## config.mk

```make
export PLATFORM = sky130hd
export DESIGN_NAME = log2_latency_histogram
export DESIGN_NICKNAME = d
export VERILOG_FILES = /design/src/rtl/l2h_pkg.sv /design/src/rtl/log2_latency_histogram.sv
export SDC_FILE = /design/constraint.sdc
export NUM_CORES = 1
export LEC_CHECK = 0
export ABC_AREA = 1
export BUFFER_PORTS_ARGS = -buffer_cell sky130_fd_sc_hd__buf_2
export CAP_MARGIN = 30
export CORE_MARGIN = 3
export CORE_UTILIZATION = 43
export DETAILED_ROUTE_END_ITERATION = 8
export PLACE_DENSITY = 0.7
export SYNTH_ARGS = -nofsm -noshare
export SYNTH_HDL_FRONTEND = slang
export SYNTH_SLANG_ARGS = --single-unit
```

## constraint.sdc

```tcl
create_clock -name clk -period 8.6 [get_ports clk]
set_input_delay 0.86 -clock clk [delete_from_list [all_inputs] [get_ports clk]]
set_output_delay 0.86 -clock clk [all_outputs]
set_load 0.005 [all_outputs]
```

## src/rtl/l2h_pkg.sv

```systemverilog
// ----------------------------------------------------------------------------
// l2h_pkg
// Shared widths, request codes and the bin selection function of the
// power-of-two latency histogram.
// ----------------------------------------------------------------------------
package l2h_pkg;

  localparam int DATA_W       = 32;
  localparam int BIN_W        = 5;
  localparam int LEN_W        = 6;
  localparam int NUM_BINS_DEF = 16;

  localparam logic REQ_ADD  = 1'b0;
  localparam logic REQ_READ = 1'b1;

  // bit length of the sample, at least one; zero when past the top bin
  function automatic logic [BIN_W-1:0] bin_of(input logic [DATA_W-1:0] value,
                                              input logic [LEN_W-1:0]  nbins);
    logic [LEN_W-1:0] len;
    len = '0;
    for (int i = 0; i < DATA_W; i++) begin
      if (value[i]) begin
        len = LEN_W'(i + 1);
      end
    end
    if (len == '0) begin
      len = LEN_W'(1);
    end
    if (len > nbins) begin
      return '0;
    end
    return len[BIN_W-1:0];
  endfunction

endpackage

```

## src/rtl/log2_latency_histogram.sv

```systemverilog
// ----------------------------------------------------------------------------
// log2_latency_histogram
// Power-of-two histogram: counters held in a synchronous memory,
// read-modify-write with forwarding of the last write.
// ----------------------------------------------------------------------------
//
//   channel | direction | handshake           | payload
//   --------+-----------+---------------------+------------------------------
//   in      | input     | in_valid / in_stall | req_type, sample_value, read_bin
//   out     | output    | out_valid/out_stall | bin_hit, bin_count
//
// One word per cycle while the output is not stalled. A taken word has its
// memory read on the taking edge into the middle stage, then increment, write
// back and output register.
// Back-to-back adds to one bin are served by forwarding the last write.
// Reset clears the per-entry valid bits at once, so no clearing pass is run.
// A stalled output holds its word; the middle stage then holds and in_stall
// rises.
// ----------------------------------------------------------------------------
module log2_latency_histogram #(
  parameter int NUM_BINS = l2h_pkg::NUM_BINS_DEF
) (
  input  logic                       clk,
  input  logic                       rst,
  input  logic                       in_valid,
  output logic                       in_stall,
  input  logic                       req_type,
  input  logic [l2h_pkg::DATA_W-1:0] sample_value,
  input  logic [l2h_pkg::BIN_W-1:0]  read_bin,
  output logic                       out_valid,
  input  logic                       out_stall,
  output logic [l2h_pkg::BIN_W-1:0]  bin_hit,
  output logic [l2h_pkg::DATA_W-1:0] bin_count
);
  import l2h_pkg::*;

  localparam int DEPTH = NUM_BINS + 1;
  localparam int AW    = $clog2(DEPTH);

  logic [DATA_W-1:0] mem [DEPTH];
  logic [DEPTH-1:0]  vld;

  logic              in_acc;
  logic [BIN_W-1:0]  in_bin;
  logic              in_oob;

  logic              s1_valid;
  logic              s1_add;
  logic [BIN_W-1:0]  s1_bin;
  logic [AW-1:0]     s1_addr;
  logic              s1_oob;
  logic              s1_adv;

  logic [DATA_W-1:0] rd_data;
  logic              rd_vld;

  logic              last_vld;
  logic [AW-1:0]     last_addr;
  logic [DATA_W-1:0] last_data;

  logic [DATA_W-1:0] cur;
  logic [DATA_W-1:0] sum;

  assign s1_adv   = s1_valid && (!out_valid || !out_stall);
  assign in_stall = s1_valid && !s1_adv;
  assign in_acc   = in_valid && !in_stall;

  assign in_oob = (req_type == REQ_READ) && ({1'b0, read_bin} > LEN_W'(NUM_BINS));
  assign in_bin = (req_type == REQ_ADD) ? bin_of(sample_value, LEN_W'(NUM_BINS)) : read_bin;

  always_comb begin
    if (last_vld && (last_addr == s1_addr)) begin
      cur = last_data;
    end else if (rd_vld) begin
      cur = rd_data;
    end else begin
      cur = '0;
    end
    sum = cur + DATA_W'(1);
  end

  // counter memory
  always_ff @(posedge clk) begin
    if (in_acc && !in_oob) begin
      rd_data <= mem[in_bin[AW-1:0]];
    end
    if (s1_adv && s1_add) begin
      mem[s1_addr] <= sum;
    end
  end

  always_ff @(posedge clk) begin
    if (rst) begin
      vld      <= '0;
      rd_vld   <= 1'b0;
      last_vld <= 1'b0;
      s1_valid <= 1'b0;
    end else begin
      if (in_acc) begin
        rd_vld <= !in_oob && vld[in_bin[AW-1:0]];
      end
      if (s1_adv && s1_add) begin
        vld[s1_addr] <= 1'b1;
        last_vld     <= 1'b1;
      end
      if (in_acc) begin
        s1_valid <= 1'b1;
      end else if (s1_adv) begin
        s1_valid <= 1'b0;
      end
    end
  end

  always_ff @(posedge clk) begin
    if (in_acc) begin
      s1_add  <= (req_type == REQ_ADD);
      s1_bin  <= in_bin;
      s1_addr <= in_bin[AW-1:0];
      s1_oob  <= in_oob;
    end
    if (s1_adv && s1_add) begin
      last_addr <= s1_addr;
      last_data <= sum;
    end
  end

  // output register
  always_ff @(posedge clk) begin
    if (rst) begin
      out_valid <= 1'b0;
    end else if (s1_adv) begin
      out_valid <= 1'b1;
    end else if (!out_stall) begin
      out_valid <= 1'b0;
    end
  end

  always_ff @(posedge clk) begin
    if (s1_adv) begin
      bin_hit <= s1_bin;
      if (s1_oob) begin
        bin_count <= '0;
      end else if (s1_add) begin
        bin_count <= sum;
      end else begin
        bin_count <= cur;
      end
    end
  end

  a_add_logs_write: assert property (@(posedge clk) disable iff (rst)
    s1_adv && s1_add |=> last_vld && last_addr == $past(s1_addr))
    else $error("add did not record its write-back");

  a_add_result_matches_write: assert property (@(posedge clk) disable iff (rst)
    s1_adv && s1_add |=> out_valid && bin_count == last_data)
    else $error("add result differs from written count");

  a_oob_read_zero: assert property (@(posedge clk) disable iff (rst)
    s1_adv && s1_oob |=> out_valid && bin_count == '0)
    else $error("read of missing bin gave a non-zero count");

  a_stall_holds_stage: assert property (@(posedge clk) disable iff (rst)
    in_stall |=> s1_valid && $stable(s1_addr) && $stable(rd_data))
    else $error("middle stage changed while held");

endmodule

```

# Yosys cells after proc, flatten, opt, wreduce, memory -nomap -nowiden

Memory sizes are Yosys's and may differ from the RTL's. A register that Yosys moved wholly into a read port is not among the register bits.
Index checks and enable logic that the tools add are counted.

Register bits: 102
RAM bits: 544
Bits of input ports: 42
Output and inout port bits: 39
Word-level logic and storage cells: 90
Memories kept: 1

Memories:

| name | words | width | read ports | clocked after memory_dff | wr ports | line                         | text |
|---|---|---|---|---|---|---|---|
| mem  | 17    | 32    | 1          | 1                        | 1        | log2_latency_histogram.sv:40 | `logic [DATA_W-1:0] mem [DEPTH];` |

$add $sub $neg: 1
Order comparisons: 5
Equal/unequal tests: 2
Multiplexer cells: 50
Bitwise gates (word level): 2
Reduce and logical (&&, ||, !) cells: 17

Operator list:

| cell                  | count |
|---|---|
| $mux 6                | 31 |
| $mux 32               | 3 |
| $add 32x1->32 const B | 1 |
| $or 17x17->17         | 1 |
| $mux 5                | 3 |
| $lt 5x6->1 const B    | 2 |
| $mux 1                | 10 |
| $logic_and 1x1->1     | 9 |
| $gt 6x5->1 const B    | 1 |
| $logic_not 6->1       | 1 |
| $bmux 1 s5            | 1 |
| $demux 1 s5           | 1 |
| $eq 5x5->1            | 1 |
| $ge 5x1->1 const B    | 1 |
| $gt 5x5->1 const B    | 1 |
| $logic_not 1->1       | 5 |
| $mux 2                | 1 |
| $ne 2x1->1 const B    | 1 |
| $reduce_bool 2->1     | 1 |
| $logic_or 1x1->1      | 1 |
| $not 1->1             | 1 |

# Longest topological paths before layout

Word-level depth: 41
Mapped depth: 43
Gate-level depth less buffers: 42

# Worst setup path before layout

Ideal clock, no wire load.

Kind: input port to flip-flop
From: in out_stall
To: mem mem[16][0] (enable)
Library setup time: 0.505 ns
Arrival time: 7.378 ns
Data required time: 8.095 ns
Slack: 0.717 ns
Stages on the path: 5
Path buffers: 0
Cell sequence: a21oi_1 -> nand2_1 -> inv_1 -> nand2_1 -> nor4_1

Longest elaborated chain between the ends: 6

RTL lines:

| item                         | line                         | text |
|---|---|---|
| start, declared              | log2_latency_histogram.sv:31 | `input logic out_stall,` |
| $logic_not 1->1              | -                            |  |
| $logic_or 1x1->1             | log2_latency_histogram.sv:64 | `assign s1_adv = s1_valid && (!out_valid \|\| !out_stall);` |
| $logic_and 1x1->1            | log2_latency_histogram.sv:64 |  |
| $logic_and 1x1->1            | log2_latency_histogram.sv:87 | `if (s1_adv && s1_add) begin` |
| $mux 1                       | log2_latency_histogram.sv:87 |  |
| $mux 1 (implied by the code) | log2_latency_histogram.sv:88 | `mem[s1_addr] <= sum;` |
| end, declared                | log2_latency_histogram.sv:40 |  |

No other way between the ends.

# Worst setup path in the final report

From: reg s1_addr[4]
To: reg bin_count[20] (netlist name), data pin

Longest elaborated chain between the ends: 5

RTL lines:

| item                   | line                          | text |
|---|---|---|
| start, declared        | log2_latency_histogram.sv:50  | `logic [AW-1:0] s1_addr;` |
| start signal, assigned | log2_latency_histogram.sv:118 | `s1_addr <= in_bin[AW-1:0];` |
| $eq 5x5->1             | log2_latency_histogram.sv:72  | `if (last_vld && (last_addr == s1_addr)) begin` |
| $logic_and 1x1->1      | log2_latency_histogram.sv:72  |  |
| $mux 32                | log2_latency_histogram.sv:72  |  |
| $add 32x1->32          | log2_latency_histogram.sv:79  | `sum = cur + DATA_W'(1);` |
| net sum[20]            | log2_latency_histogram.sv:62  | `logic [DATA_W-1:0] sum;` |
| $mux 32                | log2_latency_histogram.sv:143 | `end else if (s1_add) begin` |
| end signal, assigned   | log2_latency_histogram.sv:144 | `bin_count <= sum;` |
| end signal, assigned   | log2_latency_histogram.sv:146 | `bin_count <= cur;` |
| end, declared          | log2_latency_histogram.sv:33  | `output logic [l2h_pkg::DATA_W-1:0] bin_count` |

The timed path passes the listed nets, and every way through them passes these cells.
A chain may end at the register's enable or synchronous reset.

==> run_results.csv <==
group,metric,value,unit
status,outcome,"finished clean",
clock_network,clk_latency,0.61,ns
floorplanning,die_h,261,um
worst_setup_path,worst-endpoint-required,9.07,ns
worst_setup_path,r2r-start,"s1_addr[4]",
synth,syn_inst,2333,
synth,yosys_warnings,0,
synth,syn-num-nets,2376,
min_path,hold_path_class,"reg2reg",
worst_setup_path,path_max_fanout,41,
route,vias,18700,
synth,yosysSeqAreaShare,72.2,%
synth,async_flop_share,0,%
synth,netlist_top_cells_count,"657 x edfxtp_1, 434 x nand2_1, 307 x nor2_1",
sta,slew_violations,0,
worst_setup_path,cp_slowest_cell,"xor2_1",
worst_setup_path,r2r_cells,25,
clock_network,cts_resized,0,
pwr,p_leak,11.5,nW
worst_setup_path,crit_type,"reg2reg",
clock_network,htreeDepth,3,
synth,yosysMostFrequentCell,"edfxtp_1",
worst_setup_path,crit_path_start_kind,"register",
sta,fin_skew,0.0230,ns
placement,globalplace.congestion,0.828,
grt,grt_pass1_wl,109000,um
clock_network,clock-root-buffer,"clkbuf_16",
synth,synthDistinctLibCells,42,
sta,rsz0062_at_grt,"no",
worst_setup_path,arrival,5.85,ns
pwr,total_power,6.99,mW
sta,finalHoldViolations,0,
finish,final_layout_size_suffix_gt1_share,12.7,%
floorplanning,row_count,92,
worst_setup_path,critPathTopFamily,"simple AND/OR/NAND/NOR gates",
grt,overflow,0,
floorplanning,floorplan.initialDensity,43.8,%
floorplanning,dieArea,68000,um^2
synth,synth_edf_count,657,
route,dr.pass1.iters,6,
synth,synth.ff_latch_count,678,
clock_network,tritoncts,"done",
synth,synth_area_leader_cell,"edfxtp_1",
sta,relSlewSlack,27.4,%
finish,fillers,5328,
clock_network,cts_hold_buf,0,
route,vias_per_cell,5.61,
grt,antenna_found_initial,0,
run,maxCapViolCount,0,
min_path,holdPathStages,2,
finish,antenna_cells,0,
clock_network,clkTransAtPathRegs,0.06,ns
synth,syn_avg_cell_area,12.0,um^2
sta,fin_setup_tns,0,ns
sta,setup_viol,0,
worst_setup_path,max_stage_delay,0.61,ns
placement,dp.final_hpwl,36900,um
floorplanning,io_pins,81,
finish,nets,2469,
pwr,ir_worst_vdd,0.000125,V
synth,yosysTopAreaCellShare,70.7,%
clock_network,clock_path_buffers,3,
worst_setup_path,reg2reg_slack,3.22,ns
clock_network,cts_buffers,68,
route,drt_iter0_drc,2385,
clock_network,cts_sinks,678,
route,drc,0,
grt,grt_pass1_vias,18500,
placement,io_buffers,80,
synth,yosys-top-cells-area,"edfxtp_1 71%, nand2_1 5.8%, nand3_1 4.5%",
sta,worst_pin_slew,1.09,ns
finish,area_growth,14.0,%
route,drt-total-wl,72900,um
sta,min_period,5.38,ns
synth,netlist_area,27900,um^2
floorplanning,core-area,63700,um^2
sta,maxClockFrequency,186,MHz
grt,grt_max_degree,175,
synth,synth_ff_type,"edfxtp_1",
worst_setup_path,rr_endpoint,"bin_count[20]",
min_path,min_from,"vld[13]",
worst_setup_path,crit_path_end_kind,"register",
route,drtAntennaViolNets,0,
route,wl_per_cell,21.9,um
worst_setup_path,path_buf_inv,8,
floorplanning,die_x,261,um
sta,fin_crit_sh,62.6,%
worst_setup_path,timing.critical_path.mode_cell,"inv_1",
pwr,powerDensity,220,nW/um^2
grt,track_usage,21.5,%
clock_network,cts_setup_buffers,0,
min_path,holdPathEnd,"vld[13]",
## worst min-delay path, delay by kind of cell, from the launching register on
family,cells,cell delay [ns]
AND/OR/NAND/NOR,2,0.12
flip-flops,1,0.32
## metal layers
metal / share of wire, % / vias to the layer above / GRT usage [%]
met1: 39 / 9117 / 28.4
met5: 0 / - / 0
met4: 3.7 / 0 / 9.07
li1: - / 8448 / -
met3: 8.9 / 179 / 3.35
met2: 48 / 919 / 35.4
## layout by cell type, fill, tap and decap left out, types with 7 or more instances in the layout
cell       synthesis  routed
o211ai_1          74      74
a31oi_1           33      33
nor2_4             7      26
o21ai_1           11      10
dfxtp_1           21      21
nor2_1           307     289
xor2_1            24      24
edfxtp_1         657     657
buf_4              4      64
clkinv_1           1      12
clkbuf_1          70      15
clkinv_2           1      11
a21oi_1           43      42
clkbuf_16          0      71
nand2_1          434     434
buf_2             41      80
o21bai_1          21      21
inv_2             13      13
o21ai_0          150     150
nand3_1          253     253
xnor2_1            7       7
inv_1            103     101
## flip-flops by register name (all words and copies together), names as in the netlist
name,cells
mem,544
rd_vld,1
last_vld,1
s1_addr,5
last_data,32
vld,17
last_addr,5
s1_add,1
bin_count,32
s1_oob,1
rd_data,32
out_valid,1
s1_valid,1
bin_hit,5
## cell families after synthesis
group                    synth area share, %
AO/OA/AOI/OAI                           7.31
XOR/XNOR                               0.973
adder cells (fa/ha/maj)               0.0448
buffers and inverters                   3.59
flip-flops                              72.2
AND/OR/NAND/NOR                         15.9
## how the worst max path moves through the flow
stage | slack [ns] | end | cells after the start | start
3_5_place_dp | 2.57 | rd_data[27] | 43 | sample_value[1]
2_1_floorplan | 0.72 | mem[16][0] | 5 | out_stall
6_report | 3.22 | bin_count[20] | 25 | s1_addr[4]
5_1_grt | 3.00 | bin_count[20] | 24 | s1_addr[3]
3_3_place_gp | 2.73 | rd_data[26] | 43 | sample_value[1]
4_1_cts | 3.13 | rd_data[29] | 43 | sample_value[1]
## area by class of cell
class | instances | area, um^2 | share of cell area (%)
tap | 846 | 1060 | 3.33
timing repair buffer | 150 | 1030 | 3.24
multi-input combinational | 1410 | 6930 | 21.8
inverter | 118 | 454 | 1.43
clock buffer | 89 | 1870 | 5.89
sequential | 678 | 20100 | 63.4
clock inverter | 33 | 308 | 0.968
## metrics by stage
stage          area [um^2]  hold WS (ns)  utilization [%]  setup slack, ns  std cells
2_1_floorplan        27900         0.437                -            0.717       2333
3_3_place_gp         29300         0.452             46.0             2.73       3170
3_5_place_dp         29500         0.459             46.3             2.57       3197
4_1_cts              31700         0.473             49.8             3.13       3319
5_1_grt              31800         0.499             50.0             3.00       3324
6_report             31800         0.468             50.0             3.22       3324
## where the power goes
group	switching (mW)	internal [mW]	leakage (nW)
clock	1.24	1.64	1.07
combinational	0.306	0.123	4.14
sequential	0.0166	3.66	6.26
Note: power is estimated with default switching activity, not from simulation.
